[src/hw/rtl/hwstft_pkg.sv]
// hwstft_pkg: shared constants, command word type and elaboration-time table builders
// for the Hann-windowed STFT. No dependencies.
`timescale 1ns / 1ps
package hwstft_pkg;

    localparam int FFT_LEN_DEF     = 64;
    localparam int SAMPLE_W        = 16;
    localparam int BIN_W           = 6;
    localparam int PART_W          = 32;
    localparam int FRAME_W         = 16;
    localparam int HOP_W           = 7;
    localparam int RING_PTR_W      = 6;
    localparam int TW_W            = 32;
    localparam int WIN_W           = 16;
    localparam int ACC_W           = 72;
    localparam int QUOT_W          = 36;

    localparam logic [HOP_W-1:0] HOP_RESET  = 7'd32;
    localparam logic [63:0]      Q30_ONE    = 64'd1 << 30;
    localparam logic [63:0]      HALFPI_Q30 = 64'd1686629713;

    // one queued word: a sample write, optionally closing a frame
    typedef struct packed {
        logic signed [SAMPLE_W-1:0] sample;
        logic [RING_PTR_W-1:0]      wp;
        logic                       emit;
        logic [FRAME_W-1:0]         frame;
    } t_cmd;

    typedef struct packed {
        logic signed [63:0] c;
        logic signed [63:0] s;
    } t_trig;

    // shift-subtract divide, elaboration only
    function automatic logic [63:0] f_udiv(input logic [63:0] a, input logic [63:0] b);
        logic [63:0] q;
        logic [63:0] r;
        q = '0;
        r = '0;
        for (int j = 63; j >= 0; j--) begin
            r = {r[62:0], a[j]};
            if (r >= b) begin
                r    = r - b;
                q[j] = 1'b1;
            end
        end
        return q;
    endfunction

    function automatic logic [63:0] f_isqrt(input logic [63:0] v_in);
        logic [63:0] v;
        logic [63:0] r;
        logic [63:0] bit_m;
        v     = v_in;
        r     = '0;
        bit_m = 64'd1 << 62;
        for (int j = 0; j < 32; j++) begin
            if (v >= r + bit_m) begin
                v = v - (r + bit_m);
                r = (r >> 1) + bit_m;
            end else begin
                r = r >> 1;
            end
            bit_m = bit_m >> 2;
        end
        return r;
    endfunction

    // cos/sin(2*pi*m/n) in Q1.30 by quadrant reduction and Taylor series
    function automatic t_trig f_trig(input int m, input int n);
        logic [63:0]        q4;
        logic [63:0]        nn;
        logic [63:0]        quad;
        logic [63:0]        r;
        logic [63:0]        t;
        logic [63:0]        term;
        logic signed [63:0] cs;
        logic signed [63:0] sn;
        t_trig              res;
        nn   = 64'(n);
        q4   = 64'(4 * m);
        quad = '0;
        if (q4 >= 3 * nn) begin
            quad = 64'd3;
        end else if (q4 >= 2 * nn) begin
            quad = 64'd2;
        end else if (q4 >= nn) begin
            quad = 64'd1;
        end
        r    = q4 - quad * nn;
        t    = f_udiv(HALFPI_Q30 * r + (nn >> 1), nn);
        term = Q30_ONE;
        cs   = $signed(Q30_ONE);
        sn   = '0;
        for (int k = 1; k <= 16; k++) begin
            term = f_udiv((term * t) >> 30, 64'(k));
            unique case (k % 4)
                1: sn = sn + $signed(term);
                3: sn = sn - $signed(term);
                0: cs = cs + $signed(term);
                default: cs = cs - $signed(term);
            endcase
        end
        if (cs > $signed(Q30_ONE)) cs = $signed(Q30_ONE);
        if (cs < -$signed(Q30_ONE)) cs = -$signed(Q30_ONE);
        if (sn > $signed(Q30_ONE)) sn = $signed(Q30_ONE);
        if (sn < -$signed(Q30_ONE)) sn = -$signed(Q30_ONE);
        unique case (quad[1:0])
            2'd0: begin res.c = cs;  res.s = sn;  end
            2'd1: begin res.c = -sn; res.s = cs;  end
            2'd2: begin res.c = -cs; res.s = -sn; end
            default: begin res.c = sn; res.s = -cs; end
        endcase
        return res;
    endfunction

    // periodic Hann in Q1.15, unit energy
    function automatic logic [WIN_W-1:0] f_win(input int m, input int n);
        t_trig       tr;
        logic [63:0] kn;
        logic [63:0] h;
        logic [63:0] w;
        tr = f_trig(m, n);
        kn = f_isqrt(f_udiv(64'd1 << 63, 64'(3 * n)));
        h  = 64'($signed(Q30_ONE) - tr.c) >> 1;
        w  = (h * kn + (64'd1 << 44)) >> 45;
        if (w > 64'd32767) w = 64'd32767;
        return w[WIN_W-1:0];
    endfunction

endpackage

[src/hw/rtl/hwstft_queue.sv]
// hwstft_queue: two-entry queue of command words between front and back.
// Depends on hwstft_pkg.
`timescale 1ns / 1ps
module hwstft_queue (
    input  logic             i_clk,
    input  logic             i_rst_n,
    input  logic             i_valid,
    output logic             o_ready,
    input  hwstft_pkg::t_cmd i_cmd,
    output logic             o_valid,
    input  logic             i_ready,
    output hwstft_pkg::t_cmd o_cmd
);
    import hwstft_pkg::*;

    t_cmd       r_mem [2];
    logic       r_wr, r_rd;
    logic [1:0] r_cnt;
    logic       push, pop;

    assign o_ready = (r_cnt != 2'd2);
    assign o_valid = (r_cnt != 2'd0);
    assign o_cmd   = r_mem[r_rd];
    assign push    = i_valid & o_ready;
    assign pop     = o_valid & i_ready;

    always_ff @(posedge i_clk) begin
        if (push) begin
            r_mem[r_wr] <= i_cmd;
        end
    end

    always_ff @(posedge i_clk) begin
        if (!i_rst_n) begin
            r_wr  <= 1'b0;
            r_rd  <= 1'b0;
            r_cnt <= '0;
        end else begin
            if (push) r_wr <= ~r_wr;
            if (pop)  r_rd <= ~r_rd;
            r_cnt <= r_cnt + 2'(push) - 2'(pop);
        end
    end

endmodule

[config.mk]
export PLATFORM = sky130hd
export DESIGN_NAME = hwstft_queue
export DESIGN_NICKNAME = d
export VERILOG_FILES = /design/src/hw/rtl/hwstft_pkg.sv /design/src/hw/rtl/hwstft_queue.sv
export SDC_FILE = /design/constraint.sdc
export NUM_CORES = 1
export LEC_CHECK = 0
export BUFFER_PORTS_ARGS = -buffer_cell sky130_fd_sc_hd__buf_2
export CAP_MARGIN = 5
export CORE_UTILIZATION = 55
export DETAILED_ROUTE_END_ITERATION = 16
export PLACE_DENSITY = 0.8
export SLEW_MARGIN = 15
export SYNTH_ARGS = -nofsm -noshare
export SYNTH_HDL_FRONTEND = slang
export SYNTH_SLANG_ARGS = --single-unit
[constraint.sdc]
create_clock -name i_clk -period 8.5 [get_ports i_clk]
set_clock_uncertainty 0.15 [all_clocks]
set_input_delay 0.85 -clock i_clk [delete_from_list [all_inputs] [get_ports i_clk]]
set_output_delay 0.85 -clock i_clk [all_outputs]
set_load 0.02 [all_outputs]
### Yosys cells after proc, flatten, opt, wreduce, memory -nomap -nowiden

Memory sizes are Yosys's and may differ from the RTL's. A register that Yosys moved wholly into a read port is not among the register bits.
Cells that the tools add are included.

* mux-type cells: 4
* bitwise operators: 4
* eq/ne operators: 1
* add/sub/neg operators: 2
* reduce and logical (&&, ||, !) cells: 1

Operators with widths (number)
* two-way mux 1 bit: 4
* adder 2 x 1 -> 2 bit: 1
* AND 1 bit: 2
* inequality test 2 bit, second input constant: 1
* NOT 1 bit: 2
* nonzero test 2 bit: 1
* subtractor 2 x 1 -> 2 bit: 1

* output and inout bits: 41
* RAM bits: 78
* input port bits: 43
* memories: 1
* register bits: 4

Memory list
* r_mem: depth 2, width 39, read ports 1, clocked after memory_dff 1, write ports 1, line hwstft_queue.sv:16 `t_cmd r_mem [2];`

### Depth between registers and ports, before layout

* depth after elaboration: 4
* depth in mapped cells: 8

### Worst setup path before layout

OpenSTA, ideal clock, no wires.

* path kind: input port to flip-flop
* from: input i_valid
* to: memory r_mem[0][0] (netlist bit), enable pin
* slack: 5320 ps
* buffers on the path: 0
* stages: 2
* setup time: 435 ps
* data arrival time: 2595 ps
* cell sequence: nand2_1 nor2_1

* word-level cells in the longest chain between the ends: 3

RTL lines
* start, declared: line hwstft_queue.sv:7 `input logic i_valid,`
* AND 1 bit: line hwstft_queue.sv:24 `assign push = i_valid & o_ready;`
* two-way mux 1 bit: line hwstft_queue.sv:28 `if (push) begin`
* two-way mux 1 bit (implied by the code): line hwstft_queue.sv:29 `r_mem[r_wr] <= i_cmd;`
* end, declared: line hwstft_queue.sv:16

Every way passes these cells.

==> metrics <==
post-placement setup slack between 5000 and 6000 ps; CP Class flop to primary output; Mapped Cells 145; Crit. End Element primary output; CTS tree built; row cnt 26; Power Dens Cells 297 mW/mm^2; layout net count 280; H-tree levels 3; Core Util, Final between 70% and 80%; GRT Total Usage roughly 17%; mapped cell area 0.00309 sq mm; Synth Flop Type edfxtp_1; via count 1,551; syn_area_per_cell approximately 21 sq um; share of layout cells above drive strength 1 57.9%; maxcap violations 0; synth top area cells edfxtp_1 (76%), mux2_2 (11%), mux2_4 (4.9%); total power 1.11 mW; total grt overflow 0; Final WS setup 5560 ps; Routed Antenna Nets 0; final wirelength around 4800 um; fin crit share 34.6%; share of the synthesized area in the top cell type around three quarters; Final TNS setup 0 ps; CP required 7500 ps; Die Height 77.0 um; setup bufs post-CTS 0; syn nets 190; largest net degree at the start of global routing 40; register area share after synthesis 78.9%; initial DRC count 60; RSZ-0062 raised after global routing no; # setup viols final 0; CP arrival 1940 ps; EDFF count, synth 78; post-cts sizing count 0; Root Driver clkbuf_8; Netlist cell types 19; Worst-Margin Slew 1110 ps; full die area 0.00593 sq mm; Yosys warnings 0; DR WL met3 201 um; TritonCTS sink count 83; starting density of the core 58.7%; Num CTS Buffers 9; hold buffer count at CTS 0; IO Pins 84; initial antenna violation count 0; met2 WL 2560 um; clk_lat worst skew 330 ps; hold slack 389 ps; FF+latch count, synth 83; status complete, no violations; Chip Width 77.0 um; mean routed wirelength per cell 15.4 um; cell with the most instances after synthesis edfxtp_1; clock tree buffer depth 2; wire length of the first global-routing pass between 7000 and 8000 um; CP max FO 39; DRC 0; Vias/cell roughly 5; IO buf count between 80 and 90; Hold Crit Class flop to flop; vias in the first global route 1,590; Final Hold Viols 0; dpl hpwl approximately 3200 um; Pre-antenna DRT Iters 4; clock-pin slew on the worst setup and hold paths 70 ps; maximum vdd ir drop about 0.23 mV; max frequency 0.340 GHz; top cells by count, synth edfxtp_1 (78), mux2_2 (29), mux2_4 (10), dfxtp_1 (5), xnor2_1 (3); gpl congestion 0.695; Synth area leader edfxtp_1; standard cell core area 0.00527 sq mm; post-layout min period a little under 3000 ps; synthesis-to-finish area growth 21.4%; Post-synth ARST share 0%; P_leak 1.44 nW; crit start category flop; max-slew violation count 0; n_diodes 0; M1 WL ~1900 um; Rel. slew slack 26.1%; Max Used Layer met4
-- registers in the layout, summed over array words and instances (netlist names), named ones only --
register	count
r_wr	1
r_rd	1
r_cnt	2
r_mem	78
-- placed cells by master (no fill, tap or decap), types with 2 or more instances in the layout --
cell	count
and2_1	2
nor2b_1	2
xnor2_1	3
buf_2	83
dfxtp_1	4
edfxtp_1	78
ha_1	2
clkbuf_1	3
clkbuf_8	10
nand2_1	2
nand2b_1	2
mux2_4	10
clkinv_2	2
mux2_2	29
-- per-layer routing --
metal / track usage [%] / vias up
met4: 8.49 / 0
li1: - / 740
met2: 30.3 / 46
met5: 0 / -
met3: 3.21 / 8
met1: 20.7 / 757
-- per-stage QoR --
step | instance area, sq um | cells
2_1_floorplan | 3090 | 145
3_3_place_gp | 3570 | 294
3_5_place_dp | 3570 | 294
4_1_cts | 3750 | 310
5_1_grt | 3750 | 310
6_report | 3750 | 310
-- cell families after synthesis --
logic type                 count (synthesis)  synth area share [%]
DFF                                       83                  78.9
muxes                                     40                  15.7
and+or+nand+nor                           11                  1.98
buffers and inverters                      5                  1.46
xor gates and xnor gates                   3                 0.849
adders and majority gates                  2                 0.809
AOI/OAI and AO/OA                          1                 0.243
-- worst max-delay path, cell delays in order, from the launching register on --
cell	delay, ps
dfxtp_2	1010
mux2_2	430
buf_2	160
-- power breakdown --
part / total [mW] / switching [mW] / internal, mW
Combinational: 0.292 / 0.159 / 0.133
Clock: 0.265 / 0.121 / 0.143
Sequential: 0.557 / 0.0420 / 0.515
Total: 1.11 / 0.323 / 0.792
-- worst paths after layout --
kind / startpoint / to / slack [ps] / cells after the start
setup / recovery: flop / o_cmd[19] / 5560 / 2
hold reg to reg: r_wr / r_wr / 390 / 2
hold / removal: r_wr / r_wr / 390 / 2
setup reg to reg: r_cnt[0] / r_mem[0][32] / 6400 / 3
-- final cells by class --
type	instances	area, sq um
multi-input cells	57	616
repair buffers	83	415
flip-flops and latches	83	2440
inverters	1	3.75
well taps	70	87.6
clock inverters	3	40.0
fillers	360	1520
clock buffers	13	149
Power figures use the tool's default switching activity.
