--- src/hw/rtl/hwstft_pkg.sv ---
// hwstft_pkg: shared constants, command word type and elaboration-time table builders
// for the Hann-windowed STFT. No dependencies.
`timescale 1ns / 1ps
package hwstft_pkg;

    localparam int FFT_LEN_DEF     = 64;
    localparam int SAMPLE_W        = 16;
    localparam int BIN_W           = 6;
    localparam int PART_W          = 32;
    localparam int FRAME_W         = 16;
    localparam int HOP_W           = 7;
    localparam int RING_PTR_W      = 6;
    localparam int TW_W            = 32;
    localparam int WIN_W           = 16;
    localparam int ACC_W           = 72;
    localparam int QUOT_W          = 36;

    localparam logic [HOP_W-1:0] HOP_RESET  = 7'd32;
    localparam logic [63:0]      Q30_ONE    = 64'd1 << 30;
    localparam logic [63:0]      HALFPI_Q30 = 64'd1686629713;

    // one queued word: a sample write, optionally closing a frame
    typedef struct packed {
        logic signed [SAMPLE_W-1:0] sample;
        logic [RING_PTR_W-1:0]      wp;
        logic                       emit;
        logic [FRAME_W-1:0]         frame;
    } t_cmd;

    typedef struct packed {
        logic signed [63:0] c;
        logic signed [63:0] s;
    } t_trig;

    // shift-subtract divide, elaboration only
    function automatic logic [63:0] f_udiv(input logic [63:0] a, input logic [63:0] b);
        logic [63:0] q;
        logic [63:0] r;
        q = '0;
        r = '0;
        for (int j = 63; j >= 0; j--) begin
            r = {r[62:0], a[j]};
            if (r >= b) begin
                r    = r - b;
                q[j] = 1'b1;
            end
        end
        return q;
    endfunction

    function automatic logic [63:0] f_isqrt(input logic [63:0] v_in);
        logic [63:0] v;
        logic [63:0] r;
        logic [63:0] bit_m;
        v     = v_in;
        r     = '0;
        bit_m = 64'd1 << 62;
        for (int j = 0; j < 32; j++) begin
            if (v >= r + bit_m) begin
                v = v - (r + bit_m);
                r = (r >> 1) + bit_m;
            end else begin
                r = r >> 1;
            end
            bit_m = bit_m >> 2;
        end
        return r;
    endfunction

    // cos/sin(2*pi*m/n) in Q1.30 by quadrant reduction and Taylor series
    function automatic t_trig f_trig(input int m, input int n);
        logic [63:0]        q4;
        logic [63:0]        nn;
        logic [63:0]        quad;
        logic [63:0]        r;
        logic [63:0]        t;
        logic [63:0]        term;
        logic signed [63:0] cs;
        logic signed [63:0] sn;
        t_trig              res;
        nn   = 64'(n);
        q4   = 64'(4 * m);
        quad = '0;
        if (q4 >= 3 * nn) begin
            quad = 64'd3;
        end else if (q4 >= 2 * nn) begin
            quad = 64'd2;
        end else if (q4 >= nn) begin
            quad = 64'd1;
        end
        r    = q4 - quad * nn;
        t    = f_udiv(HALFPI_Q30 * r + (nn >> 1), nn);
        term = Q30_ONE;
        cs   = $signed(Q30_ONE);
        sn   = '0;
        for (int k = 1; k <= 16; k++) begin
            term = f_udiv((term * t) >> 30, 64'(k));
            unique case (k % 4)
                1: sn = sn + $signed(term);
                3: sn = sn - $signed(term);
                0: cs = cs + $signed(term);
                default: cs = cs - $signed(term);
            endcase
        end
        if (cs > $signed(Q30_ONE)) cs = $signed(Q30_ONE);
        if (cs < -$signed(Q30_ONE)) cs = -$signed(Q30_ONE);
        if (sn > $signed(Q30_ONE)) sn = $signed(Q30_ONE);
        if (sn < -$signed(Q30_ONE)) sn = -$signed(Q30_ONE);
        unique case (quad[1:0])
            2'd0: begin res.c = cs;  res.s = sn;  end
            2'd1: begin res.c = -sn; res.s = cs;  end
            2'd2: begin res.c = -cs; res.s = -sn; end
            default: begin res.c = sn; res.s = -cs; end
        endcase
        return res;
    endfunction

    // periodic Hann in Q1.15, unit energy
    function automatic logic [WIN_W-1:0] f_win(input int m, input int n);
        t_trig       tr;
        logic [63:0] kn;
        logic [63:0] h;
        logic [63:0] w;
        tr = f_trig(m, n);
        kn = f_isqrt(f_udiv(64'd1 << 63, 64'(3 * n)));
        h  = 64'($signed(Q30_ONE) - tr.c) >> 1;
        w  = (h * kn + (64'd1 << 44)) >> 45;
        if (w > 64'd32767) w = 64'd32767;
        return w[WIN_W-1:0];
    endfunction

endpackage

--- src/hw/rtl/hwstft_front.sv ---
// hwstft_front: hop register, fill/hop/frame counters and write pointer; turns each
// accepted sample into a command word. Depends on hwstft_pkg.
`timescale 1ns / 1ps
module hwstft_front #(
    parameter int N = hwstft_pkg::FFT_LEN_DEF
) (
    input  logic                                    i_clk,
    input  logic                                    i_rst_n,
    input  logic                                    i_cfg_valid,
    output logic                                    o_cfg_ready,
    input  logic [hwstft_pkg::HOP_W-1:0]            i_hop_length,
    input  logic                                    i_valid,
    output logic                                    o_ready,
    input  logic signed [hwstft_pkg::SAMPLE_W-1:0]  i_sample,
    input  logic                                    i_start_of_signal,
    output logic                                    o_cmd_valid,
    input  logic                                    i_cmd_ready,
    output hwstft_pkg::t_cmd                        o_cmd
);
    import hwstft_pkg::*;

    localparam int PTR_W = $clog2(N);

    logic [HOP_W-1:0]   r_hop;
    logic [HOP_W-1:0]   r_fill, n_fill;
    logic [HOP_W-1:0]   r_hopc, n_hopc;
    logic [FRAME_W-1:0] r_frame, n_frame;
    logic [PTR_W-1:0]   r_wp;
    logic [HOP_W-1:0]   hop_eff, fill_b, hopc_b;
    logic [FRAME_W-1:0] frame_b;
    logic               emit, acc;

    assign o_cfg_ready = 1'b1;
    assign o_ready     = i_cmd_ready;
    assign o_cmd_valid = i_valid;
    assign acc         = i_valid & i_cmd_ready;

    always_comb begin
        if (r_hop == '0) begin
            hop_eff = HOP_W'(1);
        end else if (r_hop > HOP_W'(N)) begin
            hop_eff = HOP_W'(N);
        end else begin
            hop_eff = r_hop;
        end
        fill_b  = i_start_of_signal ? '0 : r_fill;
        hopc_b  = i_start_of_signal ? '0 : r_hopc;
        frame_b = i_start_of_signal ? '0 : r_frame;
        if (fill_b < HOP_W'(N)) begin
            n_fill = fill_b + HOP_W'(1);
            emit   = (n_fill == HOP_W'(N));
            n_hopc = emit ? '0 : hopc_b;
        end else begin
            n_fill = fill_b;
            emit   = (hopc_b + HOP_W'(1) >= hop_eff);
            n_hopc = emit ? '0 : hopc_b + HOP_W'(1);
        end
        n_frame      = emit ? frame_b + FRAME_W'(1) : frame_b;
        o_cmd.sample = i_sample;
        o_cmd.wp     = RING_PTR_W'(r_wp);
        o_cmd.emit   = emit;
        o_cmd.frame  = frame_b;
    end

    always_ff @(posedge i_clk) begin
        if (!i_rst_n) begin
            r_hop   <= HOP_RESET;
            r_fill  <= '0;
            r_hopc  <= '0;
            r_frame <= '0;
            r_wp    <= '0;
        end else begin
            if (i_cfg_valid) begin
                r_hop <= i_hop_length;
            end
            if (acc) begin
                r_fill  <= n_fill;
                r_hopc  <= n_hopc;
                r_frame <= n_frame;
                r_wp    <= (r_wp == PTR_W'(N - 1)) ? '0 : r_wp + PTR_W'(1);
            end
        end
    end

endmodule

--- config.mk ---
export PLATFORM = sky130hd
export DESIGN_NAME = hwstft_front
export DESIGN_NICKNAME = d
export VERILOG_FILES = /design/src/hw/rtl/hwstft_pkg.sv /design/src/hw/rtl/hwstft_front.sv
export SDC_FILE = /design/constraint.sdc
export NUM_CORES = 1
export LEC_CHECK = 0
export ABC_AREA = 1
export BUFFER_PORTS_ARGS = -buffer_cell sky130_fd_sc_hd__buf_2
export CELL_PAD_IN_SITES_DETAIL_PLACEMENT = 1
export CELL_PAD_IN_SITES_GLOBAL_PLACEMENT = 2
export CORE_MARGIN = 2
export CORE_UTILIZATION = 30
export DETAILED_ROUTE_END_ITERATION = 16
export PLACE_DENSITY_LB_ADDON = 0.1
export SLEW_MARGIN = 5
export SYNTH_ARGS = -nofsm -noshare
export SYNTH_HDL_FRONTEND = slang
export SYNTH_SLANG_ARGS = --single-unit
--- constraint.sdc ---
create_clock -name i_clk -period 9.3 [get_ports i_clk]
set_clock_uncertainty 0.15 [all_clocks]
set_input_delay 1.86 -clock i_clk [delete_from_list [all_inputs] [get_ports i_clk]]
set_output_delay 1.86 -clock i_clk [all_outputs]
set_load 0.01 [all_outputs]
# Word level (Yosys, flattened, before mapping)
# Index checks and enable logic that the tools add are counted.
# word_totals
reg_bits,43
input_bits,29
out_inout_bits,42
wordCells,28
# classes
n_addsub,4
n_lt_le_gt_ge,3
eq_ne,2
mux,12
n_bitwise,1
n_reduce_logical,1
# ops
operator,n
2-to-1 mux 7 bit,8
2-to-1 mux 16 bit,2
"adder 16 x 1 -> 16 bit, second input constant",1
"adder 7 x 1 -> 7 bit, second input constant",2
"== test 7 bit, second input constant",1
>= comparator 7 bit,1
"> comparator 7 bit, second input constant",1
zero test 7 bit,1
"< comparator 7 bit, second input constant",1
"adder 6 x 1 -> 6 bit, second input constant",1
"== test 6 bit, second input constant",1
2-to-1 mux 6 bit,1
AND 1 bit,1
2-to-1 mux 1 bit,1

# Logic depth before layout (Yosys ltp)
# depth
depth_word,6
mapped_depth,19
ltp_nobuf,18

# Worst setup path after synthesis
# OpenSTA, ideal clock, no wires.
# synth_timing
kind,input-to-output
from,in i_start_of_signal
to,out o_cmd[16] (netlist name)
arrival_ns,4.293
required_ns,7.290
path_slack_ns,2.997
path_stages,16
path_buffers,3
path_cell_list,buf_6 -> clkbuf_1 -> nor2_1 -> ha_1 -> inv_1 -> nor3_1 -> nand3_1 -> xor2_1 -> ha_1 -> nand2_1 -> nand2_1 -> nor2_1 -> nand4_1 -> nand3_4 -> inv_4 -> buf_4
# synth_via
elab_chain_cells,4
word_cells_on_any_way,8
cone_classes,2 x add/sub; 2 x order compare; 1 x eq/ne; 3 x mux
# synth_lines
item,line,rtl
from (decl),hwstft_front.sv:15,"input logic i_start_of_signal,"
"2-to-1 mux 7 bit, on equally long branches","hwstft_front.sv:47, hwstft_front.sv:46",
"adder 7 x 1 -> 7 bit, on equally long branches","hwstft_front.sv:55, hwstft_front.sv:50",
>= comparator 7 bit or == test 7 bit (tied branches),"hwstft_front.sv:55, hwstft_front.sv:51",
2-to-1 mux 1 bit *,hwstft_front.sv:49,if (fill_b < HOP_W'(N)) begin
to (decl),hwstft_front.sv:18,output hwstft_pkg::t_cmd o_cmd
# Mark *: on every way between the ends. The rest lies on a longest branch, timed or not.

==> out/metrics.yaml <==
synth_area_mm2: 0.00294
wl_met2_mm: 3.82
gp_congestion: 0.798
drtIter0Drc: 66
gr-usage-all-layers_pct: 16.4
met1_length_mm: 4.17
yosysTopAreaCell: "dfxtp_1"
ys_warn_count: 0
numCtsBuffers: 5
die-area_mm2: 0.0106
antenna_left: 0
first_global_vias: 2935
total_power_w: 0.000383
finalCriticalPeriod_ps: 6620
period_share_pct: 71.2
pin_count: 71
final_nets: 522
clock_latency_ps: 310
cts_tree: "yes"
cap_violations: 0
criticalPathCategory: "primary input to primary output"
portBuffers: 37
antenna_found_initial: 0
p_per_area_mw_per_mm2: 120
clkTransAtPathRegs_ps: 90
synthTopCellsByCount: "nand2_1 (92), nor2_1 (86), inv_1 (67), dfxtp_1 (43), nand3_1 (38)"
worstSetupStartpointType: "primary input"
synthCells: 467
grt.overflow.total: 0
hpwlAfterDp_mm: 6.17
synth.most_common_cell: "nand2_1"
via_per_inst: 4.65
cts_setup_buffers: 0
cts_sinks: 43
synthTopCellsByArea: "dfxtp_1 (29%), nand2_1 (12%), nor2_1 (11%), inv_1 (8.6%), nand3_1 (6.5%)"
p_leak_nw: 1.46
min_path_type: "register to register"
clock_path_buffers: 2
setup_tns_ps: 0
syn2layout_area_growth_pct: 8.52
drc: 0
drive_gt1_share_pct: 12.2
max-slew-margin-rel_pct: 49.8
max_freq_mhz: 151
top_layer_used: "met4"
die_h_um: 103
setup_viol: 0
start_util_pct: 30.5
rsz0062_at_grt: "no"
htree_levels: 2
cts_hold_buffers: 0
worst_pin_slew_ps: 749
synth-seq-cells: 43
critPathRequiredTime_ps: 7290
vias: 2858
core_mm2: 0.00964
ys_seq_area_share_pct: 29.3
async_flop_share_pct: 0
avgSynthCellArea_um2: 6.29
grt_max_degree: 35
synth_edf_count: 0
cts-root-buf: "clkbuf_8"
grt_pass1_wl_mm: 13.8
hold_violations: 0
status: "finished clean"
worstPathMaxFanout: 20
irDropWorstVdd_uv: 61.2
end_kind: "primary output"
yosys.area.top_type_share_pct: 29.3
cts_resized: 0
wl_per_cell_um: 13.4
routed_wl_mm: 8.26
die_x_um: 103
wl_met3_um: 213
ys.flop_type: "dfxtp_1"
rows: 36
synth_nets: 508
diodes: 0
synthDistinctLibCells: 35
firstDrtPassIters: 4
slew_violations: 0
cp.arrival_ps: 4610
where the power goes:
| part | switching, W | internal, W |
|---|---|---|
| logic | 0.0000350 | 0.0000168 |
| registers | 0.00000521 | 0.000190 |
| clock network | 0.0000800 | 0.0000555 |
| total | 0.000120 | 0.000263 |
path summary, 6_finish.rpt:
kind / slack [ps] / end / depth (start not counted) / startpoint
max: 2680 / o_cmd[16] / 15 / i_start_of_signal
min: 330 / r_hopc[0] / 2 / r_hopc[0]
max reg2reg: 6030 / r_frame[7] / 17 / r_hopc[0]
min reg2reg: 330 / r_hopc[0] / 2 / r_hopc[0]
per-layer routing:
layer	up-vias	GRT usage (%)
met5	-	0
met4	0	3.44
met3	6	2.78
met2	49	28.2
met1	1306	21.5
li1	1497	-
critical path, stage by stage:
cell and delay, ps:
buf_2 250, nor2_1 250, ha_1 180, inv_1 60
nor3_1 300, nand3_1 130, xor2_1 180, ha_1 340
nand2_1 100, nor2_1 60, nor2_1 80, nand4_1 290
nand3_4 330, inv_4 50, buf_2 140
state kept, by name, indices dropped and copies added, names as in the netlist:
name,count
r_fill,7
r_hop,7
r_wp,6
r_frame,16
r_hopc,7
placed cells by master, fill, tap and decap left out, types with 3 or more instances in the layout:
cell and n:
clkbuf_8 5, nand2_1 92, buf_2 37, nor2_1 86, inv_1 67, nor2_4 3, a21oi_1 21, o21ai_0 22
ha_1 12, a31oi_1 6, nand2_2 3, nand4_1 12, xor2_1 3, dfxtp_1 43, nand3_1 38, nor3_1 6
kinds of logic (layout without fill, tap and decap cells):
family	after synthesis	in the layout	share of synthesized area, %
AO/OA/AOI/OAI	58	58	10.7
XOR/XNOR	4	4	1.19
adder cells (fa/ha/maj)	12	12	5.11
buffers and inverters	101	116	16.1
flip-flops	43	43	29.3
other	1	1	0.128
AND/OR/NAND/NOR	248	248	37.5
through the flow:
stage | cells | setup slack, ps | utilization [%] | cell area, µm² | hold WS (ps)
after floorplan | 467 | 3000 | - | 2940 | 295
after global placement | 607 | 2690 | 32.1 | 3090 | 310
after detailed placement | 607 | 2650 | 32.1 | 3090 | 318
after CTS | 615 | 2640 | 33.1 | 3190 | 343
after global routing | 615 | 2350 | 33.1 | 3190 | 366
final | 615 | 2680 | 33.1 | 3190 | 335
layout make-up:
cell class	instances	area, µm²
fill	1293	6450
sequential	43	861
inverter	70	268
tap	133	166
timing repair buffer	38	193
clock inverter	3	26.3
multi-input combinational	323	1600
clock buffer	5	68.8
(Power assumes the default switching activity.)
